$ cat config.mk
export PLATFORM = sky130hd
export DESIGN_NAME = machine_cycle_sequencer_core
export DESIGN_NICKNAME = d
export VERILOG_FILES = /design/src/rtl/mcs_pkg.sv /design/src/rtl/mcs_step.sv /design/src/rtl/machine_cycle_sequencer_core.sv
export SDC_FILE = /design/constraint.sdc
export NUM_CORES = 1
export LEC_CHECK = 0
export BUFFER_PORTS_ARGS = -buffer_cell sky130_fd_sc_hd__buf_4
export CAP_MARGIN = 10
export CORE_UTILIZATION = 55
export DETAILED_ROUTE_END_ITERATION = 10
export HOLD_SLACK_MARGIN = 0.15
export PLACE_DENSITY = 0.8
export SYNTH_ARGS = -nofsm -noshare
export SYNTH_HDL_FRONTEND = slang
export SYNTH_SLANG_ARGS = --single-unit
$ cat constraint.sdc
create_clock -name clk -period 3.1 [get_ports clk]
set_input_delay 0 -clock clk [delete_from_list [all_inputs] [get_ports clk]]
set_output_delay 0 -clock clk [all_outputs]
set_load 0.005 [all_outputs]
$ cat src/rtl/mcs_pkg.sv
// Types and constants for the machine cycle sequencer.
package mcs_pkg;

    // Subsystem status codes
    localparam logic [2:0] STAT_WAIT_INPUT = 3'd0;
    localparam logic [2:0] STAT_MOVING     = 3'd1;
    localparam logic [2:0] STAT_WAIT_HOME  = 3'd2;
    localparam logic [2:0] STAT_WAIT_READY = 3'd3;
    localparam logic [2:0] STAT_ABORTED    = 3'd4;

    // Command codes
    localparam logic [3:0] CMD_NONE       = 4'd0;
    localparam logic [3:0] CMD_READY      = 4'd1;
    localparam logic [3:0] CMD_HOME       = 4'd2;
    localparam logic [3:0] CMD_LOAD_BLADE = 4'd3;
    localparam logic [3:0] CMD_CUT        = 4'd4;
    localparam logic [3:0] CMD_CL_RECEIVE = 4'd5;
    localparam logic [3:0] CMD_CL_GRAB    = 4'd6;
    localparam logic [3:0] CMD_CL_SQUISH  = 4'd7;
    localparam logic [3:0] CMD_CL_OPEN    = 4'd8;
    localparam logic [3:0] CMD_RT_RECEIVE = 4'd9;
    localparam logic [3:0] CMD_RT_SQUISH  = 4'd10;
    localparam logic [3:0] CMD_RT_PRESQ   = 4'd11;
    localparam logic [3:0] CMD_LOAD_DRUM  = 4'd12;
    localparam logic [3:0] CMD_RELEASE    = 4'd13;

    localparam logic [15:0] CLAW_CLEAR_RESET = 16'd500;

    // Sequencer phases, in their external numbering
    typedef enum logic [4:0] {
        PH_SETUP,
        PH_HOME_DOORS,
        PH_CLOSE_CLAMPS,
        PH_HOME_ROT,
        PH_HOME_CLAMPS,
        PH_TO_READY,
        PH_WAIT_READY,
        PH_CLEAR_CLAWS,
        PH_BACK_RECEIVE,
        PH_AT_READY,
        PH_RUNNING,
        PH_LOADING,
        PH_RELEASING,
        PH_CLAMPING,
        PH_CUTTING,
        PH_PRESQUISH,
        PH_GRAB,
        PH_ROT_SQUISH,
        PH_CLAMP_SQUISH,
        PH_ROT_RECEIVE,
        PH_OPEN_CLAMP,
        PH_UNLOAD_FLAG,
        PH_UNLOAD_RELEASE
    } mcs_state_t;

    // One poll tick's inputs
    typedef struct packed {
        logic        run_button;
        logic        unload_button;
        logic [2:0]  drum_status;
        logic [2:0]  release_status;
        logic [2:0]  release_prev_status;
        logic [2:0]  cutter_status;
        logic [2:0]  cutter_prev_status;
        logic [2:0]  clamps_status;
        logic [2:0]  clamps_prev_status;
        logic [2:0]  rotators_status;
        logic [2:0]  rotators_prev_status;
        logic [15:0] rot_elapsed_ms;
    } mcs_item_t;

    // Commands for one tick
    typedef struct packed {
        logic [3:0] drum;
        logic [3:0] release_c;
        logic [3:0] cutter;
        logic [3:0] clamps;
        logic [3:0] rotators;
    } mcs_cmd_t;

    // A move has finished when a subsystem drops from moving to waiting input
    function automatic logic move_done(input logic [2:0] now_s, input logic [2:0] prev_s);
        return (now_s == STAT_WAIT_INPUT) && (prev_s == STAT_MOVING);
    endfunction

endpackage

$ cat src/rtl/mcs_step.sv
// Next-phase and command decode for one poll tick.
module mcs_step
    import mcs_pkg::*;
(
    input  mcs_state_t  state,
    input  mcs_item_t   item,
    input  logic [15:0] claw_clear_ms,
    output mcs_state_t  state_next,
    output mcs_cmd_t    cmd
);

    logic cut_done;
    logic clm_done;
    logic rot_done;
    logic rel_done;
    logic clm_idle;
    logic rot_idle;
    logic claw_timeout;
    logic to_cut;

    assign cut_done     = move_done(item.cutter_status, item.cutter_prev_status);
    assign clm_done     = move_done(item.clamps_status, item.clamps_prev_status);
    assign rot_done     = move_done(item.rotators_status, item.rotators_prev_status);
    assign rel_done     = move_done(item.release_status, item.release_prev_status);
    assign clm_idle     = (item.clamps_status == STAT_WAIT_INPUT);
    assign rot_idle     = (item.rotators_status == STAT_WAIT_INPUT);
    assign claw_timeout = (item.rotators_status == STAT_MOVING)
                          && (item.rot_elapsed_ms >= claw_clear_ms);
    assign to_cut       = clm_done && (item.cutter_status == STAT_WAIT_INPUT);

    // Next phase
    always_comb
    begin
        state_next = state;
        case (state)
            PH_SETUP:
                state_next = PH_HOME_DOORS;
            PH_HOME_DOORS:
                if (item.release_status == STAT_WAIT_INPUT)
                    state_next = PH_CLOSE_CLAMPS;
            PH_CLOSE_CLAMPS:
                if (item.clamps_status == STAT_WAIT_HOME
                    && item.rotators_status == STAT_WAIT_HOME)
                    state_next = PH_HOME_ROT;
            PH_HOME_ROT:
                if (item.rotators_status == STAT_WAIT_READY)
                    state_next = PH_HOME_CLAMPS;
            PH_HOME_CLAMPS:
                if (clm_idle)
                    state_next = PH_TO_READY;
            PH_TO_READY:
                state_next = PH_WAIT_READY;
            PH_WAIT_READY:
                if (cut_done && clm_done && rot_idle)
                    state_next = PH_CLEAR_CLAWS;
            PH_CLEAR_CLAWS:
                if (claw_timeout)
                    state_next = PH_BACK_RECEIVE;
            PH_BACK_RECEIVE:
                if (cut_done && clm_done && rot_done)
                    state_next = PH_AT_READY;
            PH_AT_READY, PH_RUNNING:
                if (item.unload_button)
                    state_next = PH_UNLOAD_FLAG;
                else if (item.run_button)
                    state_next = PH_LOADING;
            PH_LOADING:
                if (item.release_status == STAT_WAIT_INPUT
                    && item.drum_status == STAT_WAIT_INPUT)
                    state_next = PH_RELEASING;
            PH_RELEASING:
                if (rel_done && item.drum_status == STAT_WAIT_INPUT)
                    state_next = PH_CLAMPING;
            PH_CLAMPING:
                if (to_cut)
                    state_next = PH_CUTTING;
                else if (item.clamps_status == STAT_ABORTED)
                    state_next = PH_WAIT_READY;
            PH_CUTTING:
                if (cut_done && rot_idle)
                    state_next = PH_PRESQUISH;
            PH_PRESQUISH:
                if (rot_done && clm_idle)
                    state_next = PH_GRAB;
            PH_GRAB:
                if (clm_done && rot_idle)
                    state_next = PH_ROT_SQUISH;
            PH_ROT_SQUISH:
                if (rot_done && clm_idle)
                    state_next = PH_CLAMP_SQUISH;
            PH_CLAMP_SQUISH:
                if (clm_done && rot_idle)
                    state_next = PH_ROT_RECEIVE;
            PH_ROT_RECEIVE:
                if (rot_done && clm_idle)
                    state_next = PH_OPEN_CLAMP;
            PH_OPEN_CLAMP:
                if (clm_done && rot_idle)
                    state_next = PH_TO_READY;
            PH_UNLOAD_FLAG:
                if (cut_done)
                    state_next = PH_UNLOAD_RELEASE;
            PH_UNLOAD_RELEASE:
                if (cut_done)
                    state_next = PH_RUNNING;
            default:
                state_next = state;
        endcase
    end

    // Commands issued on this tick
    always_comb
    begin
        cmd = '{default: CMD_NONE};
        case (state)
            PH_HOME_DOORS:
                if (item.release_status == STAT_WAIT_INPUT)
                begin
                    cmd.drum      = CMD_READY;
                    cmd.release_c = CMD_READY;
                end
            PH_CLOSE_CLAMPS:
                if (item.clamps_status == STAT_WAIT_HOME
                    && item.rotators_status == STAT_WAIT_HOME)
                    cmd.rotators = CMD_HOME;
            PH_HOME_ROT:
                if (item.rotators_status == STAT_WAIT_READY)
                    cmd.clamps = CMD_HOME;
            PH_HOME_CLAMPS:
                if (clm_idle)
                begin
                    cmd.rotators = CMD_READY;
                    cmd.cutter   = CMD_READY;
                end
            PH_TO_READY:
            begin
                cmd.cutter   = CMD_LOAD_BLADE;
                cmd.clamps   = CMD_CL_RECEIVE;
                cmd.rotators = CMD_RT_RECEIVE;
            end
            PH_WAIT_READY:
                if (cut_done && clm_done && rot_idle)
                    cmd.rotators = CMD_RT_SQUISH;
            PH_CLEAR_CLAWS:
                if (claw_timeout)
                    cmd.rotators = CMD_RT_RECEIVE;
            PH_AT_READY, PH_RUNNING:
                if (item.unload_button)
                    cmd.cutter = CMD_LOAD_BLADE;
                else if (item.run_button)
                    cmd.drum = CMD_LOAD_DRUM;
            PH_LOADING:
                if (item.release_status == STAT_WAIT_INPUT
                    && item.drum_status == STAT_WAIT_INPUT)
                    cmd.release_c = CMD_RELEASE;
            PH_CLAMPING:
                if (to_cut)
                    cmd.cutter = CMD_CUT;
                else if (item.clamps_status == STAT_ABORTED)
                begin
                    // clamp abort: rearm and go back to the ready wait
                    cmd.cutter   = CMD_LOAD_BLADE;
                    cmd.clamps   = CMD_CL_RECEIVE;
                    cmd.rotators = CMD_RT_RECEIVE;
                end
            PH_CUTTING:
                if (cut_done && rot_idle)
                begin
                    cmd.cutter   = CMD_LOAD_BLADE;
                    cmd.rotators = CMD_RT_PRESQ;
                end
            PH_PRESQUISH:
                if (rot_done && clm_idle)
                    cmd.clamps = CMD_CL_GRAB;
            PH_GRAB:
                if (clm_done && rot_idle)
                    cmd.rotators = CMD_RT_SQUISH;
            PH_ROT_SQUISH:
                if (rot_done && clm_idle)
                    cmd.clamps = CMD_CL_SQUISH;
            PH_CLAMP_SQUISH:
                if (clm_done && rot_idle)
                    cmd.rotators = CMD_RT_RECEIVE;
            PH_ROT_RECEIVE:
                if (rot_done && clm_idle)
                    cmd.clamps = CMD_CL_OPEN;
            PH_UNLOAD_FLAG:
                if (cut_done)
                    cmd.cutter = CMD_CUT;
            default:
                cmd = '{default: CMD_NONE};
        endcase
    end

endmodule

$ cat src/rtl/machine_cycle_sequencer_core.sv
// Top level of the machine cycle sequencer: input register, phase decode, result register.
// One item is one poll tick. The block takes an item every clock unless a stalled result
// holds it back, and returns one result item per input item, in order; an accepted item
// is held in the input register and then decoded into the result register, where the
// result is presented. The phase register advances as each item passes the decode, so the
// following item already sees the new phase. claw_clear_ms resets to 500 and may be
// rewritten through cfg_we/cfg_wdata while no item is in flight.
module machine_cycle_sequencer_core
    import mcs_pkg::*;
(
    input  logic        clk,
    input  logic        rst_n,
    // configuration: claw_clear_ms
    input  logic        cfg_we,
    input  logic [15:0] cfg_wdata,
    // tick inputs
    input  logic        s_tvalid,
    output logic        s_tready,
    // [0] run_button, [1] unload_button, [4:2] drum_status, [7:5] release_status,
    // [10:8] release_prev_status, [13:11] cutter_status, [16:14] cutter_prev_status,
    // [19:17] clamps_status, [22:20] clamps_prev_status, [25:23] rotators_status,
    // [28:26] rotators_prev_status, [44:29] rot_elapsed_ms, [47:45] zero
    input  logic [47:0] s_tdata,
    // commands
    output logic        m_tvalid,
    input  logic        m_tready,
    // [3:0] drum_cmd, [7:4] release_cmd, [11:8] cutter_cmd, [15:12] clamps_cmd,
    // [19:16] rotators_cmd, [24:20] phase, [31:25] zero
    output logic [31:0] m_tdata
);

    logic        in_valid_reg;
    logic        in_valid_next;
    mcs_item_t   in_item_reg;
    mcs_item_t   in_item_in;
    logic        out_valid_reg;
    logic        out_valid_next;
    logic [31:0] out_data_reg;
    mcs_state_t  state_reg;
    mcs_state_t  state_next;
    mcs_state_t  step_state;
    logic [15:0] claw_reg;
    logic [15:0] claw_next;
    mcs_cmd_t    step_cmd;
    logic        s_fire;
    logic        advance;

    // Unpack the incoming item
    assign in_item_in.run_button           = s_tdata[0];
    assign in_item_in.unload_button        = s_tdata[1];
    assign in_item_in.drum_status          = s_tdata[4:2];
    assign in_item_in.release_status       = s_tdata[7:5];
    assign in_item_in.release_prev_status  = s_tdata[10:8];
    assign in_item_in.cutter_status        = s_tdata[13:11];
    assign in_item_in.cutter_prev_status   = s_tdata[16:14];
    assign in_item_in.clamps_status        = s_tdata[19:17];
    assign in_item_in.clamps_prev_status   = s_tdata[22:20];
    assign in_item_in.rotators_status      = s_tdata[25:23];
    assign in_item_in.rotators_prev_status = s_tdata[28:26];
    assign in_item_in.rot_elapsed_ms       = s_tdata[44:29];

    // Handshake: the decode runs when an item waits and the result slot is free or its result is being taken
    assign advance  = in_valid_reg && (!out_valid_reg || m_tready);
    assign s_tready = !in_valid_reg || advance;
    assign s_fire   = s_tvalid && s_tready;

    mcs_step u_step (
        .state         (state_reg),
        .item          (in_item_reg),
        .claw_clear_ms (claw_reg),
        .state_next    (step_state),
        .cmd           (step_cmd)
    );

    // Control next values
    always_comb
    begin
        in_valid_next = in_valid_reg;
        if (s_fire)
            in_valid_next = 1'b1;
        else if (advance)
            in_valid_next = 1'b0;

        out_valid_next = out_valid_reg;
        if (advance)
            out_valid_next = 1'b1;
        else if (m_tready)
            out_valid_next = 1'b0;

        state_next = advance ? step_state : state_reg;
        claw_next  = cfg_we ? cfg_wdata : claw_reg;
    end

    // Control registers
    always_ff @(posedge clk or negedge rst_n)
    begin
        if (!rst_n)
        begin
            in_valid_reg  <= 1'b0;
            out_valid_reg <= 1'b0;
            state_reg     <= PH_SETUP;
            claw_reg      <= CLAW_CLEAR_RESET;
        end
        else
        begin
            in_valid_reg  <= in_valid_next;
            out_valid_reg <= out_valid_next;
            state_reg     <= state_next;
            claw_reg      <= claw_next;
        end
    end

    // Payload registers
    always_ff @(posedge clk)
    begin
        if (s_fire)
            in_item_reg <= in_item_in;
        if (advance)
            out_data_reg <= {7'd0, step_state, step_cmd.rotators, step_cmd.clamps,
                             step_cmd.cutter, step_cmd.release_c, step_cmd.drum};
    end

    assign m_tvalid = out_valid_reg;
    assign m_tdata  = out_data_reg;

endmodule

==> results of run 1 <==
through the flow:
step                worst slack [ns]  instances
floorplan                      0.972        397
global placement               0.600        572
detailed placement             0.548        572
CTS                            0.527        685
global route                   0.301        685
finish                         0.284        685
layout make-up:
| class | count | area, um^2 |
|---|---|---|
| Clock buffer | 10 | 128 |
| Clock inverter | 6 | 45.0 |
| Fill cell | 410 | 1410 |
| Inverter | 20 | 75.1 |
| Multi-Input combinational cell | 262 | 1660 |
| Sequential cell | 87 | 2500 |
| Tap cell | 102 | 128 |
| Timing Repair Buffer | 198 | 1740 |
logic make-up (layout without fill, tap and decap cells):
logic type               Yosys count  in the layout  synth area share, %
multiplexers                       1              1                0.258
other                              1             11               0.0858
AND/OR/NAND/NOR                  145            145                 18.4
AO/OA/AOI/OAI                     89             89                 13.7
buffers and inverters             48            234                 5.67
flip-flops                        87             87                 57.3
adder cells (fa/ha/maj)           16             16                 4.58
routing by layer:
metal	GRT usage, %	wire length, um	vias up
li1	-	-	1800
met5	0	0	-
met4	19.6	678	0
met2	59.2	6940	282
met3	7.20	1090	65
met1	40.7	5030	1966
repair_timing:
| item | 4_1_cts | 5_1_grt |
|---|---|---|
| hold buffers | 97 | 0 |
| hold endpoints to repair | 86 | 0 |
| resized for setup | 0 | 0 |
| buffers inserted | 0 | 0 |
path summary, 6_finish.rpt:
| path | endpoint | slack, ns | cells past startpoint |
|---|---|---|---|
| max reg2reg | m_tdata[23] | 0.28 | 8 |
| min | claw_reg[8] | 0.19 | 2 |
| max | m_tdata[23] | 0.28 | 8 |
| min reg2reg | m_tvalid | 0.51 | 1 |
| max in group asynchronous | state_reg[2] | 1.65 | 3 |
| min in group clk | in_item_reg[13] | 0.35 | 2 |
power by group through the flow:
stage / logic (mW) / clock network [mW] / registers (mW)
floorplan: 0.732 / 0 / 1.50
global placement: 0.996 / 0 / 1.60
detailed placement: 1.00 / 0 / 1.60
CTS: 1.11 / 0.720 / 1.58
global route: 1.27 / 0.787 / 1.61
finish: 1.18 / 0.737 / 1.60
cells in the final DEF, fill, tap and decap left out, types with 3 or more instances in the layout:
cell and count:
sky130_fd_sc_hd__o21ai_1 3, sky130_fd_sc_hd__nand2_1 38, sky130_fd_sc_hd__nor3b_1 5, sky130_fd_sc_hd__nand4_1 6, sky130_fd_sc_hd__nor2b_1 7, sky130_fd_sc_hd__dfrtp_1 17
sky130_fd_sc_hd__o211ai_1 5, sky130_fd_sc_hd__or3_1 4, sky130_fd_sc_hd__conb_1 11, sky130_fd_sc_hd__a21oi_1 14, sky130_fd_sc_hd__nand3_1 8, sky130_fd_sc_hd__o21ai_0 22
sky130_fd_sc_hd__nor3_1 15, sky130_fd_sc_hd__a21o_1 4, sky130_fd_sc_hd__or2_2 5, sky130_fd_sc_hd__o31ai_1 3, sky130_fd_sc_hd__a31oi_1 7, sky130_fd_sc_hd__ha_1 16
sky130_fd_sc_hd__nand3b_1 5, sky130_fd_sc_hd__dfstp_2 6, sky130_fd_sc_hd__and3_1 7, sky130_fd_sc_hd__and2_1 3, sky130_fd_sc_hd__inv_1 20, sky130_fd_sc_hd__nor2_1 16
sky130_fd_sc_hd__edfxtp_1 64, sky130_fd_sc_hd__nand2b_1 12, sky130_fd_sc_hd__o22ai_1 3, sky130_fd_sc_hd__buf_4 100, sky130_fd_sc_hd__a211oi_1 3, sky130_fd_sc_hd__clkbuf_8 9
sky130_fd_sc_hd__dlygate4sd3_1 97
==> results.md, run 1 <==
* Worst IR drop on VDD at 0.000467 V
* Number of global-route vias before repair at 4156
* Clock H-tree levels at 3
* Antenna violations before repair at 0
* Flip-flop and latch count after synthesis at 87
* Vias per Instance at 6.00
* Max-slew headroom at the worst pin at 27.8%
* Path class of the lowest-slack min-delay path: in2async
* DIE AREA at 0.00830 mm^2
* Number of nets with antenna violations after routing at 0
* Total iterations of the first detailed-routing run at 5
* Achievable frequency at 355 MHz
* Final Max Tran Viols at 0
* Total chip power at 3.52 mW
* Maximum buffer depth of the clock tree at 2
* EDFF count, synth at 64
* Inserted Clock Buffers at 9
* RSZ-0062 raised after global routing: no
* # nets final at 663
* Remaining global-route overflow at 0
* P&R area growth vs syn at 43.7%
* Total number of placement rows at 32
* Worst skew pair latency at 0.37 ns
* Relative contribution of the clock network to total power at 20.9%
* Netlist cell types at 64
* Chip Height at 91.1 um
* Final Cycle Share at 90.8%
* Final hold violation count at 0
* Buffer cell driving the clock tree root: sky130_fd_sc_hd__clkbuf_8
* Worst Clk Skew at 0.0178 ns
* Initial detailed-routing violation count at 419
* DP Wirelength at 7130 um
* Primary FF master, synth: sky130_fd_sc_hd__edfxtp_1
* Share of post-route cells with drive strength above 1 at 23.5%
* Buffers added on ports at 88
* Required time of the worst setup path at 3.22 ns
* Fin Hold WS at 0.186 ns
* Commonest cells post-synth: sky130_fd_sc_hd__edfxtp_1 (64), sky130_fd_sc_hd__nand2_1 (38), sky130_fd_sc_hd__o21ai_0 (22)
* Number of clock sinks seen by CTS at 87
* Cell taking the most area after synthesis: sky130_fd_sc_hd__edfxtp_1
* Max FO, Critical Path at 3
* Critical path class: reg2reg
* Pwr/cell area at 561 mW/mm^2
* Status: complete, no violations
* Share of flip-flops with an asynchronous set or reset at 26.4%
* Cell area after layout at 0.00628 mm^2
* First-pass GRT wire length at 21500 um
* Leakage component of the power at 2.64 nW
* Kind of cell adding the most delay to the critical path: compound AO/OA/AOI/OAI gates
* Average footprint of a synthesized cell at 11.3 um^2
* Buffering stage count on the worst path with inverters included at 1
* Core outline area at 0.00769 mm^2
* Area share of the largest cell type after synthesis at 44.0%
* Total routing resource utilization after global routing at 34.7%
* Largest incremental delay on the critical path at 0.62 ns
* Synthesized area at 0.00437 mm^2
* Startpoint type of the worst setup path: register
* Width of the die at 91.1 um
* Cell count after synthesis at 387
* Max-Cap Viols at 0
* Clock slew at reported path FFs at 0.10 ns
* Cell types with the largest area share after synthesis: sky130_fd_sc_hd__edfxtp_1 (44%), sky130_fd_sc_hd__dfrtp_1 (9.7%), sky130_fd_sc_hd__ha_1 (4.6%)
* Power spent charging and discharging nets at 1.23 mW
* Sum of negative setup slack at 0 ns
* Total wire length at 13700 um
* Top-count cell post-synth: sky130_fd_sc_hd__edfxtp_1
* Switching Fraction at 34.9%
* Cells along the critical path: inv_1, ha_1, and3_1, o21ai_0, a311oi_1, o311ai_0, nand3_1, a21o_1
* Cell internal pwr at 2.29 mW
* Synth warn at 0
* CP Data Arrival Time at 2.93 ns
* Final design utilization at 81.7%
* Sort of element at the end of the critical path: register
* GPL Wtd Cong at 0.933
* Remaining DRCs at 0
* Beginning of the worst register-to-register path: claw_reg[2]
* Clock tree from TritonCTS: built
* Portion of total power attributed to sequential cells at 45.4%
* I/O pin count at 103
* Post-DP Area at 0.00513 mm^2
* Worst slew pin tran at 1.08 ns
* Number of endpoints failing setup at the final stage at 0
* Combinational group share of total power at 33.7%
* Crit path from: claw_reg[2]
* N_diodes at 0
* Wire length per cell after detailed routing at 20.1 um
* Largest net degree at the start of global routing at 46
* Fraction of the yosys area taken by sequential cells at 57.3%
* Starting Density at 56.8%
* Max FFs per register at 45
* Via count at 4113
* Max stage delay cell, worst path: sky130_fd_sc_hd__o311ai_0
* Minimum clock period at 2.82 ns
No activity file was read; power rests on OpenSTA's default activity.
==> run 2: changes to the inputs <==
- CORE_UTILIZATION: 55 -> 54
- clock period: 3.1 -> 2.7 ns (I/O delays scaled with it)
==> results.md, run 2 (same netlist as run 1, synthesis figures left out) <==
* Achievable frequency at 389 MHz
* N_diodes at 0
* Cell internal pwr at 2.85 mW
* Minimum clock period at 2.57 ns
* DP Wirelength at 7530 um
* Power spent charging and discharging nets at 1.40 mW
* Status: complete, no violations
* Max-slew headroom at the worst pin at 45.4%
* Number of global-route vias before repair at 4109
* Combinational group share of total power at 34.0%
* Path class of the lowest-slack min-delay path: in2async
* Worst skew pair latency at 0.36 ns
* Wire length per cell after detailed routing at 19.1 um
* Share of post-route cells with drive strength above 1 at 24.7%
* Maximum buffer depth of the clock tree at 2
* Leading cell types in the layout, fill and taps excluded: sky130_fd_sc_hd__buf_4 (110), sky130_fd_sc_hd__dlygate4sd3_1 (97), sky130_fd_sc_hd__edfxtp_1 (64)
* P&R area growth vs syn at 46.0%
* Worst IR drop on VDD at 0.000428 V
* Sort of element at the end of the critical path: register
* I/O pin count at 103
* Vias per Instance at 5.88
* Largest net degree at the start of global routing at 46
* Final hold violation count at 0
* Worst setup timing slack at the placement stage at 0.217 ns
* Core outline area at 0.00777 mm^2
* Critical path class: reg2reg
* PnR worst setup slack at 0.127 ns
* Leakage component of the power at 2.70 nW
* Remaining global-route overflow at 0
* Max-Cap Viols at 0
* Starting Density at 56.2%
* Number of clock sinks seen by CTS at 87
* Total number of placement rows at 32
* Via count at 4081
* DIE AREA at 0.00845 mm^2
* Number of nets with antenna violations after routing at 0
* Post-DP Area at 0.00519 mm^2
* GPL Wtd Cong at 0.962
* Width of the die at 92.0 um
* Max FO, Critical Path at 3
* RSZ-0062 raised after global routing: no
* Number of endpoints failing setup at the final stage at 0
* Placed cell count at 581
* Pwr/cell area at 665 mW/mm^2
* Post-CTS Resized at 0
* Buffer cell driving the clock tree root: sky130_fd_sc_hd__clkbuf_8
* CP Data Arrival Time at 2.70 ns
* Startpoint type of the worst setup path: register
* Relative contribution of the clock network to total power at 23.4%
* Final Cycle Share at 95.3%
* Total routing resource utilization after global routing at 33.2%
* Final design utilization at 82.1%
* Max FFs per register at 45
* Antenna violations before repair at 0
* Clock H-tree levels at 3
* Total wire length at 13300 um
* Final Max Tran Viols at 0
* Clock slew at reported path FFs at 0.09 ns
* Total iterations of the first detailed-routing run at 5
* First-pass GRT wire length at 20900 um
* Sum of negative setup slack at 0 ns
* Switching Fraction at 32.9%
* Fin Hold WS at 0.177 ns
* Initial detailed-routing violation count at 562
* Chip Height at 92.0 um
* Worst Clk Skew at 0.0110 ns
* Worst slew pin tran at 0.817 ns
* Leading cell type in the layout, fill and taps excluded: sky130_fd_sc_hd__buf_4
* Clock tree from TritonCTS: built
* Buffers added on ports at 88
* Cell Count, Final, Fillers Out at 694
* Remaining DRCs at 0
* # nets final at 672
* Portion of total power attributed to sequential cells at 42.6%
* Total chip power at 4.24 mW
* Cell area after layout at 0.00638 mm^2
* Required time of the worst setup path at 2.82 ns
* Inserted Clock Buffers at 9
[run 2: cell types whose count changed in the layout (fill, tap and decap cells not counted), sizes merged]
cell and delta:
buf +9, bufinv +1, clkbuf +2, clkinv -1, inv -2
[run 2: power groups by stage]
stage / clock, mW / combinational (mW) / sequential, mW
global placement: 0 / 1.22 / 1.81
floorplan: 0 / 0.840 / 1.73
global route: 1.05 / 1.54 / 1.82
CTS: 0.981 / 1.37 / 1.79
finish: 0.993 / 1.44 / 1.81
detailed placement: 0 / 1.24 / 1.82
[run 2: final timing paths]
path	cells after the start	to	slack, ns	startpoint
setup / recovery	8	m_tdata[23]	0.13	claw_reg[2]
hold / removal	2	claw_reg[7]	0.18	rst_n
setup reg to reg	8	m_tdata[23]	0.13	claw_reg[2]
hold reg to reg	1	m_tvalid	0.52	in_valid_reg
max in group asynchronous	3	claw_reg[0]	1.29	rst_n
min in group clk	2	in_item_reg[43]	0.34	s_tdata[1]
[run 2: final cells by class]
cell class | count | area (um^2)
Tap cell | 102 | 128
Clock inverter | 4 | 51.3
Fill cell | 423 | 1390
Sequential cell | 87 | 2500
Multi-Input combinational cell | 262 | 1660
Clock buffer | 12 | 166
Timing Repair Buffer | 207 | 1800
Inverter | 20 | 75.1
[run 2: per-layer routing]
metal | vias to the layer above | GRT usage, % | part of all wire [%]
met2 | 272 | 58.1 | 51
met5 | - | 0 | 0
met4 | 0 | 16.5 | 3.8
met3 | 45 | 6.63 | 7.6
li1 | 1816 | - | -
met1 | 1948 | 38.9 | 37
[run 2: timing repair]
item,4_1_cts,5_1_grt
hold endpoints to repair,86,0
buffers inserted,0,0
hold buffers,97,0
[run 2: worst max-delay path, cell delays in order, from the launching register on]
cell                       delay [ns]
sky130_fd_sc_hd__dfstp_2         0.52
sky130_fd_sc_hd__inv_1           0.05
sky130_fd_sc_hd__ha_1            0.31
sky130_fd_sc_hd__and3_1          0.20
sky130_fd_sc_hd__o21ai_0         0.13
sky130_fd_sc_hd__a311oi_1        0.15
sky130_fd_sc_hd__o311ai_0        0.57
sky130_fd_sc_hd__nand3_1         0.20
sky130_fd_sc_hd__a21o_1          0.20
